## config.mk

```make
export PLATFORM = sky130hd
export DESIGN_NAME = cbc_bank_regs
export DESIGN_NICKNAME = d
export VERILOG_FILES = /design/src/sv/cbc_pkg.sv /design/src/sv/cbc_bank_regs.sv
export SDC_FILE = /design/constraint.sdc
export NUM_CORES = 1
export LEC_CHECK = 0
export ABC_CLOCK_PERIOD_IN_PS = 1750
export BUFFER_PORTS_ARGS = -buffer_cell sky130_fd_sc_hd__buf_2
export CORE_MARGIN = 2
export CORE_UTILIZATION = 25
export CTS_CLUSTER_DIAMETER = 150
export DETAILED_ROUTE_END_ITERATION = 8
export REMOVE_ABC_BUFFERS = 1
export SYNTH_ARGS = -nofsm -noshare
export SYNTH_HDL_FRONTEND = slang
export SYNTH_SLANG_ARGS = --single-unit
```

## constraint.sdc

```tcl
create_clock -name clk -period 1.75 [get_ports clk]
set_input_delay 0.0875 -clock clk [delete_from_list [all_inputs] [get_ports clk]]
set_output_delay 0.0875 -clock clk [all_outputs]
set_load 0.02 [all_outputs]
```

## src/sv/cbc_pkg.sv

```systemverilog
package cbc_pkg;

	// bus transaction kinds
	localparam logic [1:0] OP_CTRL_WR = 2'd0;
	localparam logic [1:0] OP_RAM_WR  = 2'd1;
	localparam logic [1:0] OP_RAM_RD  = 2'd2;

	// configuration register indexes
	localparam logic [1:0] CFG_MAPPER_MODE   = 2'd0;
	localparam logic [1:0] CFG_ROM_BANK_MASK = 2'd1;
	localparam logic [1:0] CFG_RAM_BANK_MASK = 2'd2;

	// control write regions, address bits 15..13
	localparam logic [2:0] RGN_RAM_ENABLE = 3'd0;
	localparam logic [2:0] RGN_BANK_LO    = 3'd1;
	localparam logic [2:0] RGN_BANK_HI    = 3'd2;
	localparam logic [2:0] RGN_MODE_SEL   = 3'd3;

	// read data source for the result
	localparam logic [1:0] RD_ZERO = 2'd0;
	localparam logic [1:0] RD_OFF  = 2'd1;
	localparam logic [1:0] RD_MEM  = 2'd2;

	localparam int unsigned RAM_BANK_BYTES = 8192;
	localparam int unsigned RAM_OFS_W      = 13;

	localparam logic [3:0] RAM_ENABLE_KEY = 4'hA;
	localparam logic [7:0] RAM_OFF_BYTE   = 8'hFF;
	localparam logic [6:0] ROM_BANK_RESET = 7'd1;

	// effective banks and enable after a transaction
	typedef struct packed {
		logic [6:0] rom_bank;
		logic [2:0] ram_bank;
		logic       ram_on;
	} bank_view_t;

	// memory access command
	typedef struct packed {
		logic wr;
		logic rd;
	} ram_cmd_t;

endpackage

```

## src/sv/cbc_bank_regs.sv

```systemverilog
module cbc_bank_regs
	import cbc_pkg::*;
(
	input  logic       clk,
	input  logic       arst_n,
	input  logic       advance,
	input  logic [1:0] op,
	input  logic [15:0] addr,
	input  logic [7:0] wdata,
	input  logic       mapper_mode,
	input  logic [6:0] rom_mask,
	input  logic [2:0] ram_mask,
	output bank_view_t view
);

	logic [6:0] rom_bank_q, rom_bank_n;
	logic [2:0] ram_bank_q, ram_bank_n;
	logic       ram_en_q, ram_en_n;
	logic       mode_q, mode_n;
	logic [6:0] lo_bank;

	// next register values for the transaction in flight
	always_comb begin
		rom_bank_n = rom_bank_q;
		ram_bank_n = ram_bank_q;
		ram_en_n   = ram_en_q;
		mode_n     = mode_q;
		lo_bank    = {rom_bank_q[6:5], wdata[4:0]};
		if (op == OP_CTRL_WR) begin
			unique case (addr[15:13])
				RGN_RAM_ENABLE: ram_en_n = (wdata[3:0] == RAM_ENABLE_KEY);
				RGN_BANK_LO: begin
					if (mapper_mode) begin
						rom_bank_n = (wdata[6:0] == 7'd0) ? ROM_BANK_RESET : wdata[6:0];
					end else begin
						// low five bits zero selects the next bank up
						rom_bank_n = {lo_bank[6:1], lo_bank[0] | (lo_bank[4:0] == 5'd0)};
					end
				end
				RGN_BANK_HI: begin
					if (mapper_mode) begin
						ram_bank_n = wdata[2:0];
					end else if (mode_q) begin
						ram_bank_n = {1'b0, wdata[1:0]};
					end else begin
						rom_bank_n = {wdata[1:0], rom_bank_q[4:0]};
					end
				end
				RGN_MODE_SEL: begin
					if (!mapper_mode) begin
						mode_n = wdata[0];
						if (wdata[0]) begin
							rom_bank_n = {2'b00, rom_bank_q[4:0]};
						end else begin
							ram_bank_n = 3'd0;
						end
					end
				end
				default: ;
			endcase
		end
	end

	// bank state
	always_ff @(posedge clk or negedge arst_n) begin
		if (!arst_n) begin
			rom_bank_q <= ROM_BANK_RESET;
			ram_bank_q <= 3'd0;
			ram_en_q   <= 1'b0;
			mode_q     <= 1'b0;
		end else if (advance) begin
			rom_bank_q <= rom_bank_n;
			ram_bank_q <= ram_bank_n;
			ram_en_q   <= ram_en_n;
			mode_q     <= mode_n;
		end
	end

	// masked view after the update
	assign view.rom_bank = rom_bank_n & rom_mask;
	assign view.ram_bank = ram_bank_n & ram_mask;
	assign view.ram_on   = ram_en_n;

endmodule

```

==> results.md, run 1 <==
## Floorplan
- **Die Ht** 62.4 µm
- **placeable core area** 3310 µm²
- **initial cell density of the core** 25.7%
- **Die Footprint** 3890 µm²
- **Top-Level Pins** 51
- **Die Width** 62.4 µm
- **std cell rows** 21

## STA
- **count of final max-slew check failures** 0
- **Fin. Hold Viols** 0
- **minimum setup slack in the final design** 0.108 ns
- **post-layout min period** 1.64 ns
- **post-route fraction of the period consumed by the critical path** 93.8%
- **highest attainable clock frequency** 609 MHz
- **headroom to the max-slew limit** 69.5%
- **worst hold slack** 0.0850 ns
- **final number of setup-violating endpoints** 0
- **Slew @ Worst Pin** 0.453 ns
- **final clock skew** 0.000720 ns

## Final layout
- **commonest non-fill, non-tap cell in the layout** sky130_fd_sc_hd__buf_2
- **n_diodes** 0
- **Area growth, synth to finish** 30.8%
- **post-route core utilization** 33.7%
- **final std cells w/o fill** 173
- **proportion of layout cells with a drive suffix above 1** 43.3%
- **highest-count cells in the layout ignoring fill and taps** sky130_fd_sc_hd__buf_2 (36), sky130_fd_sc_hd__dfrtp_1 (11), sky130_fd_sc_hd__nand2_1 (10)
- **Net count, final** 168

## Route
- **routed wire length** 2.12 mm
- **number of antenna-violating nets in the routed design** 0
- **via-per-instance ratio** 4.81
- **final routed wire length divided by cell count** 12.3 µm
- **Initial DRC Count** 19
- **detailed-router iteration count before antenna repair** 4
- **number of DRC violations after detailed routing** 0
- **via count of the routed design** 832

## Placement
- **worst setup slack before clock tree synthesis** 0.118 ns
- **number of buffers inserted by port buffering** 36
- **HPWL reported at the end of detailed placement** 1.73 mm
- **total instance count after detailed placement** 168
- **global placer's final weighted congestion** 0.848

## Power
- **leakage power figure** 0.000542 µW
- **share of total power in sequential cells** 47.0%
- **total internal power** 511 µW
- **switching share of power** 30.2%
- **relative contribution of combinational cells to total power** 29.6%
- **power density cells** 656 nW/µm²
- **worst supply voltage drop on vdd** 0.485 mV
- **part of the total power dissipated in the clock network** 23.4%
- **net switching power** 221 µW

## Logic synthesis
- **number of cells produced by synthesis** 90
- **Netlist Area Pre-Place** 852 µm²
- **total number of yosys warnings** 0
- **number of unique standard cell types used by synthesis** 34
- **prevailing post-synth register cell** sky130_fd_sc_hd__dfrtp_1
- **EDFF count, synth** 0
- **sequential element share of the synthesized area** 35.4%
- **synthesis-stage register bit count** 12
- **asr flop ratio synth** 100%
- **mean post-synth cell area** 9.47 µm²

## Critical path
- **startpoint of the worst-slack reg-to-reg timing path** mode_q
- **data arrival time of the critical path** 1.55 ns
- **largest fanout of any net on the critical path** 5
- **startpoint type of the worst setup path** register
- **launch point of the worst path** mode_q
- **critical path class** reg2out
- **Critical Path RT** 1.66 ns
- **Crit. End Element** output pin

## Clock tree
- **Clock Sinks** 12
- **Num CTS Buffers** 3
- **clock slew at reported path FFs** 0.07 ns
- **Max Buffers Root-to-Sink** 2
- **H-tree level count** 1
- **buffer cell driving the clock tree root** sky130_fd_sc_hd__clkbuf_4
- **CTS tree** done
- **clock latency of the later-clocked register in the worst-skew pair** 0.26 ns
- **Post-CTS Setup Inserts** 0

## Global routing
- **via count of the first global-routing pass** 810
- **antenna violations before repair** 0
- **gr usage total** 10.5%
- **global-route wire length before repair** 3.44 mm
- **GR Overflow Total** 0
- **pin count of the biggest net entering global routing** 13

## Outcome
- **run status** finished clean

## Job
- **Maximum Capacitance Violations** 0

## Hold path
- **class of the worst hold path** in2reg
- **startpoint of the lowest-slack hold path** wdata[4]

## state kept, by name (all words and copies together), names as in the netlist
name,cells
mode_q,1
ram_bank_q,3
ram_en_q,1
rom_bank_q,7
## through the flow
stage                     setup TNS, ns  total power [µW]  cell area [µm²]
after floorplan                       0               466              826
after global placement                0               553             1060
after detailed placement              0               562             1060
after CTS                             0               736             1100
after global routing            -0.0158               781             1110
final                                 0               731             1110
## synth_stat cells (all sizes together), types with 2 or more instances
library cell  instances  share of area, %
nor2                  2              0.88
a21oi                 3               1.8
nor2b                 8               5.9
clkbuf                2              0.88
nor3                  3               1.8
nand3                 2               1.2
a32o                  2               2.3
o22ai                 2               1.5
or3                   2               2.1
o2bb2ai               3               3.1
and3                  2               1.5
nand2                10               4.4
a22o                  3               3.1
and2                  2               1.5
dfrtp                11                32
mux2                  8                11
nand4                 2               1.5
o21ai                 4               2.3
mux2i                 5               5.9
buf                   2               2.2
## worst paths after layout
check | cells after the start | to | slack [ns]
max in group asynchronous | 2 | rom_bank_q[0] | 1.27
min reg2reg | 1 | ram_bank_q[0] | 0.51
max reg2reg | 4 | rom_bank_q[5] | 0.29
min in group asynchronous | 2 | rom_bank_q[3] | 0.22
max | 5 | view[1] | 0.11
min | 2 | rom_bank_q[4] | 0.08
## cell type report
type | instances | area (µm²)
flip-flops and latches | 12 | 302
repair buffers | 37 | 190
inverters | 1 | 3.75
well taps | 46 | 57.6
clock buffers | 4 | 26.3
fillers | 369 | 2200
multi-input cells | 73 | 536
## critical path, stage by stage (launching register included)
cell and delay, ns:
sky130_fd_sc_hd__dfrtp_1 0.43, sky130_fd_sc_hd__nor3_2 0.20, sky130_fd_sc_hd__nand2_1 0.10, sky130_fd_sc_hd__and3_1 0.20, sky130_fd_sc_hd__o22ai_1 0.17, sky130_fd_sc_hd__buf_2 0.19
## power groups by stage
stage / clock (µW) / combinational (µW) / sequential (µW)
finish: 171 / 216 / 344
global route: 195 / 237 / 349
CTS: 177 / 216 / 343
detailed placement: 0 / 213 / 349
global placement: 0 / 207 / 346
floorplan: 0 / 124 / 342
## logic make-up (layout without fill, tap and decap cells)
family | Yosys count | in the layout | share of synthesized area (%)
AND/OR/NAND/NOR | 40 | 40 | 27.8
AO/OA/AOI/OAI | 20 | 20 | 16.9
multiplexers | 13 | 13 | 16.4
flip-flops | 12 | 12 | 35.4
buffers and inverters | 5 | 42 | 3.52
## repair_timing
action	4_1_cts	5_1_grt
gates resized for setup	0	3
hold buffers	1	0
setup endpoints to repair	0	5
hold endpoints to repair	12	0
## metal layers
metal	vias up	routed length (µm)	track usage [%]
met1	385	907	12.6
li1	410	-	-
met5	-	0	0
met4	0	0	2.78
met2	37	1070	20.1
met3	0	149	0.901
(Power assumes the default switching activity.)
==> inputs of run 2 (changes only) <==
Settings changed: CORE_MARGIN 2 to unset.
==> results.md, run 2 (same netlist as run 1, synthesis figures left out) <==
## STA
- **sum of negative setup slack** 0 ns, unchanged
- **setup repair after global routing missed its margin** no
- **post-route fraction of the period consumed by the critical path** 93.3%, -0.52 points
- **highest attainable clock frequency** 612 MHz, +0.56%
- **Slew @ Worst Pin** 0.358 ns, -0.0957 ns
- **worst hold slack** 0.0830 ns, -0.00202 ns
- **count of final max-slew check failures** 0, unchanged
- **Fin. Hold Viols** 0, unchanged
- **headroom to the max-slew limit** 75.9%, +6.4 points
- **final number of setup-violating endpoints** 0, unchanged
- **final clock skew** 0.00139 ns, +0.000667 ns
- **post-layout min period** 1.63 ns, -0.00911 ns

## Route
- **final routed wire length divided by cell count** 12.1 µm, -1.6%
- **number of antenna-violating nets in the routed design** 0, unchanged
- **routed wire length** 2.07 mm, -2.7%
- **via-per-instance ratio** 4.87, +1.2%
- **via count of the routed design** 832, unchanged
- **Initial DRC Count** 23, +4
- **detailed-router iteration count before antenna repair** 4, unchanged
- **number of DRC violations after detailed routing** 0, unchanged

## Global routing
- **pin count of the biggest net entering global routing** 13, unchanged
- **global-route wire length before repair** 3.40 mm, -1.0%
- **antenna violations before repair** 0, unchanged
- **via count of the first global-routing pass** 772, -4.7%
- **gr usage total** 12.4%, +1.8 points
- **GR Overflow Total** 0, unchanged

## Critical path
- **data arrival time of the critical path** 1.55 ns, about the same
- **Critical Path RT** 1.66 ns, about the same
- **reg2reg end** rom_bank_q[5]
- **largest fanout of any net on the critical path** 5, unchanged
- **worst reg2reg setup slack** 0.30 ns, about the same
- **startpoint of the worst-slack reg-to-reg timing path** mode_q
- **Crit. End Element** output pin
- **startpoint type of the worst setup path** primary input
- **number of cells on the worst reg-to-reg path** 4, unchanged
- **critical path class** in2out

## Floorplan
- **std cell rows** 20, -4.8%
- **Die Footprint** 3650 µm², -6.3%
- **Top-Level Pins** 51, unchanged
- **placeable core area** 3150 µm², -4.8%
- **initial cell density of the core** 27.0%, +1.3 points
- **Die Ht** 60.4 µm, -3.2%
- **Die Width** 60.4 µm, -3.2%

## Power
- **part of the total power dissipated in the clock network** 27.6%, +4.2 points
- **switching share of power** 29.0%, -1.2 points
- **worst supply voltage drop on vdd** 0.411 mV, -15%
- **power density cells** 691 nW/µm², +5.3%
- **total internal power** 549 µW, +7.5%
- **share of total power in sequential cells** 44.5%, -2.5 points
- **leakage power figure** 0.000548 µW, +1.1%
- **relative contribution of combinational cells to total power** 27.9%, -1.7 points
- **net switching power** 224 µW, +1.4%

## Final layout
- **area of all placed cells without fillers** 1120 µm², +0.34%
- **Largest Register** rom_bank_q
- **n_diodes** 0, unchanged
- **commonest non-fill, non-tap cell in the layout** sky130_fd_sc_hd__buf_2
- **Net count, final** 168, unchanged
- **top flop regs** rom_bank_q x7, ram_bank_q x3
- **post-route core utilization** 35.5%, +1.8 points
- **number of flip-flops in the largest register** 7, unchanged
- **Area growth, synth to finish** 31.3%
- **highest-count cells in the layout ignoring fill and taps** sky130_fd_sc_hd__buf_2 (36), sky130_fd_sc_hd__dfrtp_1 (11), sky130_fd_sc_hd__nand2_1 (10)
- **proportion of layout cells with a drive suffix above 1** 43.3%, unchanged

## Placement
- **global placer's final weighted congestion** 0.740, -13%
- **HPWL reported at the end of detailed placement** 1.72 mm, -0.62%
- **number of buffers inserted by port buffering** 36, unchanged
- **placed inst area** 1060 µm², -0.24%

## Clock tree
- **CTS tree** done
- **buffer cell driving the clock tree root** sky130_fd_sc_hd__clkbuf_4
- **Clock Sinks** 12, unchanged
- **clock slew at reported path FFs** 0.07 ns, about the same
- **Num CTS Buffers** 3, unchanged
- **H-tree level count** 1, unchanged
- **clock latency of the later-clocked register in the worst-skew pair** 0.27 ns, about the same
- **Max Buffers Root-to-Sink** 2, unchanged
- **Post-CTS Setup Inserts** 0, unchanged

## Outcome
- **run status** finished clean

## Hold path
- **startpoint of the lowest-slack hold path** wdata[4]
- **hold path endpoint** rom_bank_q[4]
- **hold path cells** 2, unchanged
- **class of the worst hold path** in2reg

## Job
- **Maximum Capacitance Violations** 0, unchanged

## run 2: changes by cell type in the layout (fill, tap and decap cells not counted)
cell                       change
sky130_fd_sc_hd__a21oi_1       +1
sky130_fd_sc_hd__a21oi_2       -1
sky130_fd_sc_hd__clkbuf_1      -1
sky130_fd_sc_hd__clkbuf_8      +1
## run 2: final cells by class
class | count | area (µm²)
fill | 355 | 2030
multi-input combinational | 73 | 532
sequential | 12 | 302
timing repair buffer | 37 | 190
tap | 44 | 55.1
clock buffer | 4 | 36.3
inverter | 1 | 3.75
## run 2: power by group through the flow
| stage | Combinational (µW) | Sequential (µW) | Clock [µW] |
|---|---|---|---|
| after floorplan | 124 | 342 | 0 |
| after global routing | 240 | 348 | 236 |
| final | 216 | 344 | 213 |
| after CTS | 216 | 343 | 222 |
| after detailed placement | 214 | 348 | 0 |
| after global placement | 207 | 346 | 0 |
## run 2: critical path, cell delays in order
cell	delay [ns]
sky130_fd_sc_hd__buf_2	0.13
sky130_fd_sc_hd__or3_4	0.40
sky130_fd_sc_hd__or3_1	0.46
sky130_fd_sc_hd__mux2i_1	0.18
sky130_fd_sc_hd__nor2b_1	0.12
sky130_fd_sc_hd__buf_2	0.17
## run 2: how the worst max path moves through the flow
stage                     endpoint      from  cells after the start  slack [ns]
after CTS                  view[2]    mode_q                      5        0.02
after global placement     view[4]  addr[15]                      6        0.13
after floorplan            view[4]  addr[15]                      4        0.30
final                      view[4]  addr[15]                      6        0.12
after detailed placement   view[4]  addr[15]                      6        0.11
after global routing       view[4]  addr[15]                      6       0.001
## run 2: what timing repair did
action / CTS / global route
setup endpoints to repair: 0 / 5
endpoints found under the hold margin: 12 / 0
hold buffers: 1 / 0
resized for setup: 0 / 2
## run 2: metal layers
| layer | routed length [µm] | vias up | GRT usage, % | part of all wire [%] |
|---|---|---|---|---|
| met5 | 0 | - | 0 | 0 |
| met4 | 46 | 0 | 5.98 | 2.2 |
| met3 | 132 | 5 | 1.07 | 6.4 |
| met2 | 994 | 32 | 21.0 | 48 |
| met1 | 892 | 383 | 15.8 | 43 |
| li1 | - | 412 | - | - |
## run 2: per-stage QoR
| step | worst slack, ns | total power, µW | cells |
|---|---|---|---|
| floorplan | 0.299 | 466 | 86 |
| global placement | 0.131 | 553 | 166 |
| detailed placement | 0.113 | 562 | 166 |
| CTS | 0.0239 | 781 | 171 |
| global route | 0.00141 | 824 | 171 |
| finish | 0.117 | 773 | 171 |
==> inputs of run 3 (changes only) <==
Settings changed: SETUP_SLACK_MARGIN set to 0.2.
==> results.md, run 3 (same netlist as run 1, synthesis figures left out) <==
## STA
- **minimum setup slack in the final design** 0.154 ns, +0.0368 ns
- **sum of negative setup slack** 0 ns, unchanged
- **count of final max-slew check failures** 0, unchanged
- **Slew @ Worst Pin** 0.550 ns, +0.193 ns
- **setup repair after global routing missed its margin** yes
- **final number of setup-violating endpoints** 0, unchanged
- **post-layout min period** 1.60 ns, -0.0368 ns
- **final clock skew** 0.00117 ns, -0.000216 ns
- **Fin. Hold Viols** 0, unchanged
- **headroom to the max-slew limit** 62.9%, -13 points
- **post-route fraction of the period consumed by the critical path** 91.2%, -2.1 points
- **highest attainable clock frequency** 626 MHz, +2.3%

## Power
- **worst supply voltage drop on vdd** 0.425 mV, +3.6%
- **leakage power figure** 0.000569 µW, +3.9%
- **part of the total power dissipated in the clock network** 26.6%, -1.0 points
- **net switching power** 233 µW, +4.2%
- **switching share of power** 29.1%, +0.13 points
- **total internal power** 569 µW, +3.5%
- **relative contribution of combinational cells to total power** 30.3%, +2.4 points
- **power density cells** 655 nW/µm², -5.3%
- **share of total power in sequential cells** 43.1%, -1.4 points

## Final layout
- **proportion of layout cells with a drive suffix above 1** 50.8%, +7.5 points
- **highest-count cells in the layout ignoring fill and taps** sky130_fd_sc_hd__buf_2 (26), sky130_fd_sc_hd__nand2_1 (10), sky130_fd_sc_hd__dfrtp_1 (10)
- **Area growth, synth to finish** 43.8%
- **Largest Register** rom_bank_q
- **top flop regs** rom_bank_q x7, ram_bank_q x3
- **Net count, final** 169, +0.60%
- **n_diodes** 0, unchanged
- **number of flip-flops in the largest register** 7, unchanged
- **commonest non-fill, non-tap cell in the layout** sky130_fd_sc_hd__buf_2

## Floorplan
- **Die Ht** 60.4 µm, unchanged
- **placeable core area** 3150 µm², unchanged
- **Die Footprint** 3650 µm², unchanged
- **initial cell density of the core** 27.0%, unchanged
- **Top-Level Pins** 51, unchanged
- **std cell rows** 20, unchanged
- **Die Width** 60.4 µm, unchanged

## Job
- **Maximum Capacitance Violations** 0, unchanged

## Route
- **via-per-instance ratio** 5.00, +2.8%
- **final routed wire length divided by cell count** 12.5 µm, +3.6%
- **Initial DRC Count** 29, +26%
- **number of antenna-violating nets in the routed design** 0, unchanged
- **number of DRC violations after detailed routing** 0, unchanged
- **routed wire length** 2.15 mm, +4.2%
- **via count of the routed design** 860, +3.4%
- **detailed-router iteration count before antenna repair** 4, unchanged

## Clock tree
- **H-tree level count** 1, unchanged
- **clock latency of the later-clocked register in the worst-skew pair** 0.27 ns, about the same
- **Num CTS Buffers** 3, unchanged
- **CTS tree** done
- **Max Buffers Root-to-Sink** 2, unchanged
- **buffer cell driving the clock tree root** sky130_fd_sc_hd__clkbuf_4
- **clock slew at reported path FFs** 0.07 ns, about the same
- **Clock Sinks** 12, unchanged

## Critical path
- **Critical Path RT** 1.66 ns, about the same
- **data arrival time of the critical path** 1.51 ns, -0.04 ns
- **critical path class** reg2out
- **Crit. End Element** output pin
- **startpoint type of the worst setup path** register
- **largest fanout of any net on the critical path** 5, unchanged

## Global routing
- **pin count of the biggest net entering global routing** 13, unchanged
- **global-route wire length before repair** 3.42 mm, +0.41%
- **antenna violations before repair** 0, unchanged
- **gr usage total** 12.4%, +0.045 points
- **GR Overflow Total** 0, unchanged
- **via count of the first global-routing pass** 779, +0.91%

## Placement
- **number of buffers inserted by port buffering** 36, unchanged
- **worst setup slack before clock tree synthesis** 0.113 ns, unchanged
- **HPWL reported at the end of detailed placement** 1.72 mm, unchanged
- **global placer's final weighted congestion** 0.740, unchanged

## Hold path
- **class of the worst hold path** in2reg

## Outcome
- **run status** finished clean

[run 3: changes by cell type in the layout (fill, tap and decap cells not counted), moves of 2 or more]
cell,before,now
sky130_fd_sc_hd__buf_4,0,7
sky130_fd_sc_hd__a21oi_2,0,2
sky130_fd_sc_hd__buf_2,36,26
sky130_fd_sc_hd__a21oi_1,3,1
sky130_fd_sc_hd__o22ai_1,2,0
sky130_fd_sc_hd__o22ai_2,0,2
sky130_fd_sc_hd__buf_6,0,4
[run 3: layout make-up]
type | instances | area, µm²
inverter | 1 | 3.75
timing repair buffer | 38 | 238
clock buffer | 4 | 36.3
sequential | 12 | 303
fill | 344 | 1930
multi-input combinational | 73 | 589
tap | 44 | 55.1
[run 3: worst max-delay path, stage by stage, from the launching register on]
cell,delay [ns]
sky130_fd_sc_hd__dfrtp_2,0.44
sky130_fd_sc_hd__nor3_4,0.16
sky130_fd_sc_hd__nand2_1,0.10
sky130_fd_sc_hd__and3_4,0.21
sky130_fd_sc_hd__o22ai_2,0.19
sky130_fd_sc_hd__buf_6,0.14
[run 3: through the flow]
step                cells  instance area [µm²]  util (%)  hold WS (ns)  power, µW
floorplan              86                  826         -        -0.208        466
global placement      166                 1060      33.7       -0.0232        553
detailed placement    166                 1060      33.7       -0.0173        562
CTS                   171                 1130      35.9        0.0803        786
global route          172                 1220      38.8        0.0808        853
finish                172                 1220      38.8        0.0839        802
[run 3: power by group through the flow]
stage / logic (µW) / registers [µW] / clock network, µW
floorplan: 124 / 342 / 0
global placement: 207 / 346 / 0
detailed placement: 214 / 348 / 0
CTS: 220 / 343 / 222
global route: 267 / 350 / 236
finish: 243 / 346 / 213
[run 3: timing repair]
action	in CTS	in global routing
endpoints found under the setup margin	10	10
buffers inserted	0	1
gates resized for setup	6	23
pin swaps	1	2
endpoints found under the hold margin	12	0
hold buffers	1	0
gates cloned	0	0
[run 3: path summary, 6_finish.rpt]
kind | startpoint | end | slack [ns] | cells after the start
max | mode_q | view[2] | 0.15 | 5
min | wdata[4] | rom_bank_q[4] | 0.08 | 2
max reg2reg | mode_q | rom_bank_q[5] | 0.33 | 4
min reg2reg | ram_bank_q[1] | ram_bank_q[1] | 0.50 | 1
max in group asynchronous | arst_n | rom_bank_q[0] | 1.26 | 2
min in group asynchronous | arst_n | rom_bank_q[3] | 0.21 | 2
[run 3: metal layers]
metal	track usage, %	share of wire (%)	up-vias
met1	15.8	44	400
met5	0	0	-
met4	5.98	2.1	0
met3	1.07	5.7	5
li1	-	-	417
met2	21.2	48	38
